==> src/design/assert_macros.svh <==
// Assertion helpers for the design files; hti_cell.sv includes them.
`ifndef ASSERT_MACROS_SVH
`define ASSERT_MACROS_SVH

// Same-cycle implication, held off while reset is asserted.
`define ASSERT_SAME(label, clk, rst_n, ante, cons) \
	label: assert property (@(posedge clk) disable iff (!rst_n) (ante) |-> (cons)) \
		else $error("assertion failed");

// Next-cycle implication, held off while reset is asserted.
`define ASSERT_NEXT(label, clk, rst_n, ante, cons) \
	label: assert property (@(posedge clk) disable iff (!rst_n) (ante) |=> (cons)) \
		else $error("assertion failed");

`endif

==> src/design/hti_pkg.sv <==
package hti_pkg;

	localparam int ZOOM_W  = 5;
	localparam int COORD_W = 26;
	localparam int ID_W    = 53;
	localparam int OFF_W   = 64;

	typedef struct packed {
		logic [ZOOM_W-1:0]  zoom;
		logic [COORD_W-1:0] x;
		logic [COORD_W-1:0] y;
	} hti_item_t;

	// Count of tiles at all lower zooms, (4^z - 1) / 3: every even bit below 2z set.
	function automatic logic [OFF_W-1:0] zoom_offset(input logic [ZOOM_W-1:0] z);
		logic [OFF_W-1:0] off;
		off = '0;
		for (int i = 0; i < OFF_W / 2; i++) begin
			if (ZOOM_W'(i) < z) begin
				off[2*i] = 1'b1;
			end
		end
		return off;
	endfunction

endpackage

==> src/design/hti_cell.sv <==
`include "assert_macros.svh"

module hti_cell import hti_pkg::*; #(
	parameter int LEVEL = 0,
	parameter int H_W   = 2
) (
	input  logic           clk,
	input  logic           arst_n,
	input  logic           in_valid,
	output logic           in_ready,
	input  hti_item_t      in_item,
	input  logic [H_W-1:0] in_h,
	output logic           out_valid,
	input  logic           out_ready,
	output hti_item_t      out_item,
	output logic [H_W-1:0] out_h
);

	localparam logic [COORD_W-1:0] LOW_M = (LEVEL >= COORD_W) ? {COORD_W{1'b1}} :
		COORD_W'((64'd1 << LEVEL) - 64'd1);

	logic               v_q;
	hti_item_t          item_q;
	logic [H_W-1:0]     h_q;
	logic               active;
	logic               bx_raw;
	logic               by_raw;
	logic               bx;
	logic               by;
	logic [COORD_W-1:0] xm;
	logic [COORD_W-1:0] ym;
	logic [COORD_W-1:0] xr;
	logic [COORD_W-1:0] yr;
	hti_item_t          item_n;
	logic [H_W-1:0]     h_n;

	generate
		if (LEVEL < COORD_W) begin : g_bits
			assign bx_raw = in_item.x[LEVEL];
			assign by_raw = in_item.y[LEVEL];
		end else begin : g_zero
			assign bx_raw = 1'b0;
			assign by_raw = 1'b0;
		end
	endgenerate

	// only levels below the zoom take part
	assign active = in_item.zoom > ZOOM_W'(LEVEL);
	assign bx     = active & bx_raw;
	assign by     = active & by_raw;

	always_comb begin
		xm = in_item.x & LOW_M;
		ym = in_item.y & LOW_M;
		if (bx) begin
			xr = ~xm & LOW_M;
			yr = ~ym & LOW_M;
		end else begin
			xr = xm;
			yr = ym;
		end
		item_n = in_item;
		h_n    = in_h;
		if (active) begin
			h_n[2*LEVEL +: 2] = {bx, bx ^ by};
			if (!by) begin
				item_n.x = yr;
				item_n.y = xr;
			end else begin
				item_n.x = xm;
				item_n.y = ym;
			end
		end
	end

	assign in_ready = !v_q || out_ready;

	always_ff @(posedge clk or negedge arst_n) begin
		if (!arst_n) begin
			v_q <= 1'b0;
		end else if (in_ready) begin
			v_q <= in_valid;
		end
	end

	always_ff @(posedge clk) begin
		if (in_valid && in_ready) begin
			item_q <= item_n;
			h_q    <= h_n;
		end
	end

	assign out_valid = v_q;
	assign out_item  = item_q;
	assign out_h     = h_q;

	`ASSERT_NEXT(a_idle_keeps_h, clk, arst_n, in_valid && in_ready && !active, h_q == $past(in_h))
	`ASSERT_NEXT(a_high_bits_clear, clk, arst_n, in_valid && in_ready && active, ((item_q.x | item_q.y) & ~LOW_M) == '0)
	`ASSERT_NEXT(a_code_lands, clk, arst_n, in_valid && in_ready, (h_q[2*LEVEL+1] == $past(bx)) && (h_q[2*LEVEL] == $past(bx ^ by)))

endmodule

==> src/design/hilbert_tile_id_top.sv <==
// An accepted input transaction passes every level cell, then the output register.
// Throughput: one transaction per cycle; each level cell and the output register
// hold one transaction and advance when the next stage is empty or advancing.
// Reset: arst_n clears every valid flag at once; payload registers are not reset.
// No stored state beyond the pipeline, so no clearing pass after reset.
module hilbert_tile_id_top import hti_pkg::*; #(
	parameter int MAX_ZOOM = 26
) (
	input  logic        clk,
	input  logic        arst_n,
	input  logic        s_tvalid,
	output logic        s_tready,
	input  logic [63:0] s_tdata,  // [4:0] zoom, [30:5] tile_x, [56:31] tile_y, zero pad
	output logic        m_tvalid,
	input  logic        m_tready,
	output logic [55:0] m_tdata   // [52:0] tile_id, zero pad
);

	localparam int NC  = MAX_ZOOM;
	localparam int H_W = 2 * MAX_ZOOM;

	// Handshake and payload between cells; index 0 is the input, NC the last cell.
	logic           v   [0:NC];
	logic           rdy [0:NC];
	hti_item_t      item[0:NC];
	logic [H_W-1:0] h   [0:NC];

	logic [ZOOM_W-1:0] zoom_in;
	logic [ZOOM_W-1:0] zoom_sat;
	logic              out_v_q;
	logic [ID_W-1:0]   tile_id_q;

	// Unpack the input and clamp the zoom to the largest level the chain holds.
	assign zoom_in  = s_tdata[4:0];
	assign zoom_sat = (zoom_in > ZOOM_W'(MAX_ZOOM)) ? ZOOM_W'(MAX_ZOOM) : zoom_in;
	assign item[0]  = {zoom_sat, s_tdata[30:5], s_tdata[56:31]};

	assign h[0]     = '0;
	assign v[0]     = s_tvalid;
	assign s_tready = rdy[0];

	// One cell per coordinate bit, top bit first. A cell above the zoom passes
	// its transaction through untouched; the others add their quadrant code and
	// reflect or swap the remaining low bits for the next cell.
	generate
		for (genvar k = 0; k < NC; k++) begin : g_cell
			hti_cell #(
				.LEVEL(NC - 1 - k),
				.H_W  (H_W)
			) u_cell (
				.clk      (clk),
				.arst_n   (arst_n),
				.in_valid (v[k]),
				.in_ready (rdy[k]),
				.in_item  (item[k]),
				.in_h     (h[k]),
				.out_valid(v[k+1]),
				.out_ready(rdy[k+1]),
				.out_item (item[k+1]),
				.out_h    (h[k+1])
			);
		end
	endgenerate

	// Output register: add the lower-zoom tile count to the curve index and
	// hold the result until the downstream side takes it.
	assign rdy[NC] = !out_v_q || m_tready;

	always_ff @(posedge clk or negedge arst_n) begin
		if (!arst_n) begin
			out_v_q <= 1'b0;
		end else if (rdy[NC]) begin
			out_v_q <= v[NC];
		end
	end

	always_ff @(posedge clk) begin
		if (v[NC] && rdy[NC]) begin
			tile_id_q <= ID_W'(OFF_W'(h[NC]) + zoom_offset(item[NC].zoom));
		end
	end

	assign m_tvalid = out_v_q;
	assign m_tdata  = {{(56 - ID_W){1'b0}}, tile_id_q};

endmodule
==> config.mk <==
export PLATFORM = sky130hd
export DESIGN_NAME = hilbert_tile_id_top
export DESIGN_NICKNAME = d
export VERILOG_FILES = /design/src/design/hti_pkg.sv /design/src/design/hti_cell.sv /design/src/design/hilbert_tile_id_top.sv
export VERILOG_INCLUDE_DIRS = /design/src /design/src/design
export SDC_FILE = /design/constraint.sdc
export NUM_CORES = 2
export LEC_CHECK = 0
export ABC_AREA = 1
export BUFFER_PORTS_ARGS = -buffer_cell sky130_fd_sc_hd__buf_2
export CAP_MARGIN = 30
export CORE_ASPECT_RATIO = 1.5
export CORE_MARGIN = 5
export CORE_UTILIZATION = 42
export CTS_CLUSTER_DIAMETER = 40
export DETAILED_ROUTE_END_ITERATION = 8
export HOLD_SLACK_MARGIN = 0.08
export REMOVE_ABC_BUFFERS = 1
export SYNTH_ARGS = -nofsm -noshare
export SYNTH_HDL_FRONTEND = slang
export SYNTH_SLANG_ARGS = --single-unit
==> constraint.sdc <==
create_clock -name clk -period 12.45 [get_ports clk]
set_input_delay 1.245 -clock clk [delete_from_list [all_inputs] [get_ports clk]]
set_output_delay 1.245 -clock clk [all_outputs]
set_load 0.02 [all_outputs]
# ---- Yosys cells after proc, flatten, opt, wreduce, memory -nomap -nowiden
# Index checks and enable logic that the tools add are counted.
dict set report op_classes {
  addsub 1
  magnitude_cmp 54
  mux 155
  n_bitwise 128
  n_reduce_logical 81
}
# operator count
set op_table {}
lappend op_table {{51-bit 2-to-1 mux} 2}
lappend op_table {{50-bit 2-to-1 mux} 2}
lappend op_table {{49-bit 2-to-1 mux} 2}
lappend op_table {{48-bit 2-to-1 mux} 2}
lappend op_table {{47-bit 2-to-1 mux} 2}
lappend op_table {{46-bit 2-to-1 mux} 2}
lappend op_table {{45-bit 2-to-1 mux} 2}
lappend op_table {{44-bit 2-to-1 mux} 2}
lappend op_table {{43-bit 2-to-1 mux} 2}
lappend op_table {{42-bit 2-to-1 mux} 2}
lappend op_table {{41-bit 2-to-1 mux} 2}
lappend op_table {{40-bit 2-to-1 mux} 2}
lappend op_table {{39-bit 2-to-1 mux} 2}
lappend op_table {{38-bit 2-to-1 mux} 2}
lappend op_table {{37-bit 2-to-1 mux} 2}
lappend op_table {{36-bit 2-to-1 mux} 2}
lappend op_table {{35-bit 2-to-1 mux} 2}
lappend op_table {{34-bit 2-to-1 mux} 2}
lappend op_table {{33-bit 2-to-1 mux} 2}
lappend op_table {{32-bit 2-to-1 mux} 2}
lappend op_table {{31-bit 2-to-1 mux} 2}
lappend op_table {{30-bit 2-to-1 mux} 2}
lappend op_table {{29-bit 2-to-1 mux} 2}
lappend op_table {{1-bit 2-to-1 mux} 56}
lappend op_table {{other kinds (67)} 317}
dict set report totals {
  ff_bits 1862
  input_bits 68
  out_inout_bits 58
  elab_cells 574
}

# ---- Depth between registers and ports, before layout
dict set report depth {
  word_depth 29
  mapped_depth 20
  depth_no_buf 20
}

# ---- Hierarchy
# From an unflattened synthesis, not the netlist that was laid out.
dict set report hier_totals {
  hier_cells 10248
  hier_area_um2 120394.2
}
# module instances cells_each area_each_um2 seq_area_each_um2
set by_module_without_submodules {}
lappend by_module_without_submodules {hilbert_tile_id_top 1 841 5451.5 1616.6}
lappend by_module_without_submodules {{hti_cell at g_cell[1].u_cell} 1 508 5056.1 3298.2}
lappend by_module_without_submodules {{hti_cell at g_cell[8].u_cell} 1 426 4953.5 3298.2}
lappend by_module_without_submodules {{hti_cell at g_cell[3].u_cell} 1 484 4922.2 3298.2}
lappend by_module_without_submodules {{hti_cell at g_cell[5].u_cell} 1 465 4921.0 3298.2}
lappend by_module_without_submodules {{hti_cell at g_cell[4].u_cell} 1 471 4919.7 3298.2}
lappend by_module_without_submodules {{hti_cell at g_cell[0].u_cell} 1 509 4903.5 3298.2}
lappend by_module_without_submodules {{hti_cell at g_cell[2].u_cell} 1 478 4804.6 3298.2}
lappend by_module_without_submodules {{hti_cell at g_cell[7].u_cell} 1 439 4785.8 3298.2}
lappend by_module_without_submodules {{hti_cell at g_cell[9].u_cell} 1 417 4670.7 3298.2}
lappend by_module_without_submodules {{hti_cell at g_cell[6].u_cell} 1 448 4669.5 3298.2}
lappend by_module_without_submodules {{hti_cell at g_cell[12].u_cell} 1 378 4421.7 3298.2}
lappend by_module_without_submodules {{hti_cell at g_cell[10].u_cell} 1 363 4400.5 3298.2}
lappend by_module_without_submodules {{hti_cell at g_cell[14].u_cell} 1 357 4366.7 3298.2}
lappend by_module_without_submodules {{13 more rows} n/a n/a n/a n/a}

# ---- Least setup slack after synthesis
# OpenSTA, ideal clock, no wires.
dict set report synth_path {
  path_type {input-to-reg}
  from {input port m_tready}
  to {register g_cell[2].u_cell.h_q[46], enable pin}
  setup_ns 0.490
  arrival_time_ns 4.829
  t_required_ns 11.960
  setup_slack_ns 7.131
  path_stages 14
  n_path_buf 0
  path_cell_list {inv_1 -> nand4_2 -> nor2_4 -> nand4_4 -> nor2_4 -> nand4_4 -> nor2_4 -> nand4_4 -> nor2_4 -> nand4_4 -> nor2_4 -> nand4_4 -> nor2_4 -> a21oi_1}
}
dict set report synth_via {
  elab_chain_cells 26
}
# element line
set synth_lines {}
lappend synth_lines {{start: declaration} hilbert_tile_id_top.sv:15} ;# input logic m_tready,
lappend synth_lines {{1-bit logical OR} hilbert_tile_id_top.sv:67} ;# assign rdy[NC] = !out_v_q || m_tready;
lappend synth_lines {{1-bit logical OR (24 in series)} hti_cell.sv:76} ;# assign in_ready = !v_q || out_ready;
lappend synth_lines {{1-bit logical AND} hti_cell.sv:87} ;# if (in_valid && in_ready) begin
lappend synth_lines {{end signal: assignment} hti_cell.sv:89} ;# h_q <= h_n;
lappend synth_lines {{end: declaration} hti_cell.sv:24} ;# logic [H_W-1:0] h_q;
# Every way passes these cells.
# A chain may end at the register's enable or synchronous reset.

# ---- Worst setup path in the final report
dict set report layout_path {
  from {input port m_tready}
  to {output port s_tready}
}
dict set report layout_via {
  elab_chain_cells 27
}
# element line
set layout_lines {}
lappend layout_lines {{1-bit logical OR} hilbert_tile_id_top.sv:67}
lappend layout_lines {{1-bit logical OR (26 in series)} hti_cell.sv:76}
lappend layout_lines {{end: declaration} hilbert_tile_id_top.sv:12} ;# output logic s_tready,
# Every way passes these cells.

==> flow_metrics.py <==
metrics = {
    "timing": {
        "report.final.setup_viol": 0,
        "finalHoldViolCount": 0,
        "fin_setup_tns_ps": 0,
        "finalCriticalPeriod_ps": 4967,
        "max_freq_ghz": 0.2013,
        "holdWs_ps": 401.4,
        "period_share": 0.3990,
        "rsz0062_at_grt": "false",
        "relSlewSlack": 0.3373,
        "finClkSkew_ps": 22.16,
        "slew_viol_final": 0,
        "worst_pin_slew_ps": 993.0,
    },
    "yosys": {
        "yosys.area.top_type": "edfxtp_1",
        "synth_warnings": 0,
        "synth_top_area_frac": 0.7179,
        "synth_most_common_cell": "edfxtp_1",
        "synth.area.top_cells": "edfxtp_1 72%, mux2_2 11%, xor2_1 8.8%, nand2_1 1.3%, dfrtp_1 1.1%",
        "synthTopCellsByCount": "1535 x edfxtp_1, 647 x xor2_1, 612 x mux2_2",
        "ys.flop_type": "edfxtp_1",
        "ys_async_sr_fraction": 0.01729,
        "syn_avg_cell_area_um2": 16.72,
        "ys_ff_latch": 1562,
        "ys_types": 41,
        "synth_cells": 3839,
        "ys_seq_area_frac": 0.7284,
        "synth-edff-count": 1535,
        "netlist_area_um2": 64210,
    },
    "worst_hold_path": {
        "worstHoldStart": "g_cell[20].u_cell.out_h[42]",
        "min_path_type": "reg2reg",
        "holdPathStages": 0,
        "whs_endpoint": "g_cell[21].u_cell.out_h[42]",
    },
    "worst_setup_path": {
        "critical_path.max_stage_delay_ps": 220,
        "rrSetupSlack_ps": 8040,
        "setup.worst_path.start_class": "primary input",
        "worstPathCellList": "buf_2, inv_1, nand4_2, nor2_4, nand4_4, nor2_4, nand4_4, nor2_4, nand4_4, nor2_4, nand4_4, nor2_4, nand4_4, nor2_4, nand4_2, buf_2",
        "required_ps": 11200,
        "cp_max_fo": 5,
        "crit_arrival_ps": 3720,
        "regToRegStartpoint": "g_cell[25].u_cell.out_item[53]",
        "slowest_stage": "nor2_4",
        "cp.depth": 16,
        "path_buf_inv": 3,
        "cp_top_family": "simple AND/OR/NAND/NOR gates",
        "worstSetupPathType": "in2out",
        "critPathCaptureType": "output port",
        "ff2ff_path_depth": 19,
        "r2r_end": "tile_id_q[52]",
        "cp_common_cell": "nor2_4",
    },
    "global_route": {
        "grt_pass1_vias": 31180,
        "antenna_found_initial": 1,
        "overflow": 0,
        "grt_pass1_wl_um": 151600,
        "track_usage": 0.1157,
        "grt_max_degree": 61,
    },
    "placed_design": {
        "placedInstanceArea_um2": 67500,
        "place_hpwl_um": 65720,
        "routabilityCongestion": 0.7560,
        "place.port_buffers": 115,
    },
    "detailed_routing": {
        "drt_pass1_iterations": 5,
        "viasPerCell": 4.698,
        "totalWireLength_um": 91920,
        "drt_iter0_drc": 1001,
        "vias": 29200,
        "antenna_left": 0,
        "routedWlPerCell_um": 14.79,
        "drcViolationCount": 0,
    },
    "status": {
        "status": "finished clean",
    },
    "cells_and_area": {
        "fillers": 12680,
        "drive_gt1_frac": 0.2666,
        "syn2layout_area_growth_pct": 14.06,
        "fin_util": 0.4826,
        "nets": 4137,
        "finalInstanceArea_um2": 73230,
    },
    "floorplan": {
        "die_h_um": 488.9,
        "start_util": 0.4231,
        "num_rows": 175,
        "core_area_um2": 151700,
        "fp.dieW_um": 329.2,
        "die_area_um2": 161000,
        "ios": 126,
    },
    "clock_network": {
        "cts_setup_buffers": 0,
        "clock-sinks": 1562,
        "clock_latency_ps": 770,
        "cts_resized": 0,
        "cts_max_path_buffers": 3,
        "clkSlewWorstSetupHoldPaths_ps": 60,
        "cts_tree": "done",
        "ctsHoldBuffers": 0,
        "htreeDepth": 4,
        "cts_buffers": 169,
        "cts_root_buffer": "clkbuf_16",
    },
    "flow_run": {
        "drv_cap": 0,
    },
    "power_and_ir_drop": {
        "powerDensity_nw_per_um2": 203.4,
        "ir_drop_v": 0.0001337,
        "p_leak_nw": 26.37,
    },
}
==> worst max path at each step <==
stage	startpoint	to	slack, ps
floorplan	m_tready	g_cell[2].u_cell.out_h[46]	7130
global placement	m_tready	s_tready	7460
detailed placement	m_tready	s_tready	7380
CTS	m_tready	s_tready	7400
global route	m_tready	s_tready	7200
finish	m_tready	s_tready	7480
==> cell usage in the layout (no fill, tap or decap), types with 4 or more instances in the layout <==
| cell type | count |
|---|---|
| clkinv_2 | 21 |
| xnor2_1 | 49 |
| buf_4 | 60 |
| a31oi_1 | 6 |
| nand2_1 | 230 |
| inv_8 | 7 |
| clkbuf_1 | 18 |
| xor2_1 | 647 |
| clkinv_1 | 29 |
| ha_1 | 27 |
| dfrtp_1 | 27 |
| nand4_1 | 5 |
| o21ai_1 | 6 |
| a21oi_1 | 40 |
| bufinv_16 | 21 |
| clkinvlp_4 | 11 |
| o21ai_0 | 79 |
| nand4_4 | 5 |
| inv_1 | 166 |
| o31ai_1 | 4 |
| nor2_2 | 8 |
| clkbuf_16 | 171 |
| inv_6 | 9 |
| nor2_4 | 25 |
| buf_2 | 115 |
| clkinv_4 | 7 |
| nor3_1 | 6 |
| clkinv_8 | 8 |
| inv_2 | 14 |
| edfxtp_1 | 1535 |
| mux2_2 | 612 |
| a21o_1 | 4 |
| or2_2 | 4 |
| nand3_1 | 45 |
| nor2_1 | 114 |
==> metal layers <==
| metal | vias to the layer above | track usage | routed length (um) |
|---|---|---|---|
| li1 | 14300 | - | - |
| met3 | 221 | 0.02177 | 3119 |
| met4 | 0 | 0.06411 | 4732 |
| met1 | 14280 | 0.09035 | 26660 |
| met2 | 398 | 0.2512 | 57410 |
| met5 | - | 0 | 0 |
==> kinds of logic (layout without fill, tap and decap cells) <==
group,count (synthesis),count (layout),share of synthesized area
AO/OA/AOI/OAI,162,162,0.01432
adder cells (fa/ha/maj),27,27,0.005262
other,1,5,0.00005841
flip-flops,1562,1562,0.7284
AND/OR/NAND/NOR,450,450,0.03023
buffers and inverters,329,666,0.01941
multiplexers,612,612,0.1073
XOR/XNOR,696,696,0.09494
==> stage by stage <==
stage	power [mW]	worst slack [ps]	std cells
floorplan	9.293	7131	3692
global placement	9.934	7458	5899
detailed placement	10.03	7381	5906
CTS	15.14	7402	6213
global route	15.68	7202	6215
finish	14.89	7483	6215
==> registers in the layout, summed over array words and instances (netlist names) <==
register and cells:
tile_id_q 53, m_tvalid 1, g_cell.u_cell.out_item 780, g_cell.u_cell.out_h 702
g_cell.u_cell.out_valid 26
==> power breakdown <==
part           switching [mW]  total (mW)  internal [mW]
logic                    1.42        2.42          0.994
registers               0.412        7.45           7.04
clock network            2.03        5.02           2.99
total                    3.87        14.9           11.0
==> area by class of cell <==
| class | count | area [um^2] | area share |
|---|---|---|---|
| Clock inverter | 117 | 1366 | 0.01866 |
| Timing Repair Buffer | 179 | 1129 | 0.01541 |
| Antenna cell | 2 | 5.005 | 0.00006834 |
| Clock buffer | 190 | 4360 | 0.05954 |
| Tap cell | 2035 | 2546 | 0.03477 |
| Sequential cell | 1562 | 46770 | 0.6387 |
| Multi-Input combinational cell | 1950 | 16380 | 0.2237 |
| Inverter | 180 | 675.6 | 0.009226 |
No activity file was read; power rests on OpenSTA's default activity.
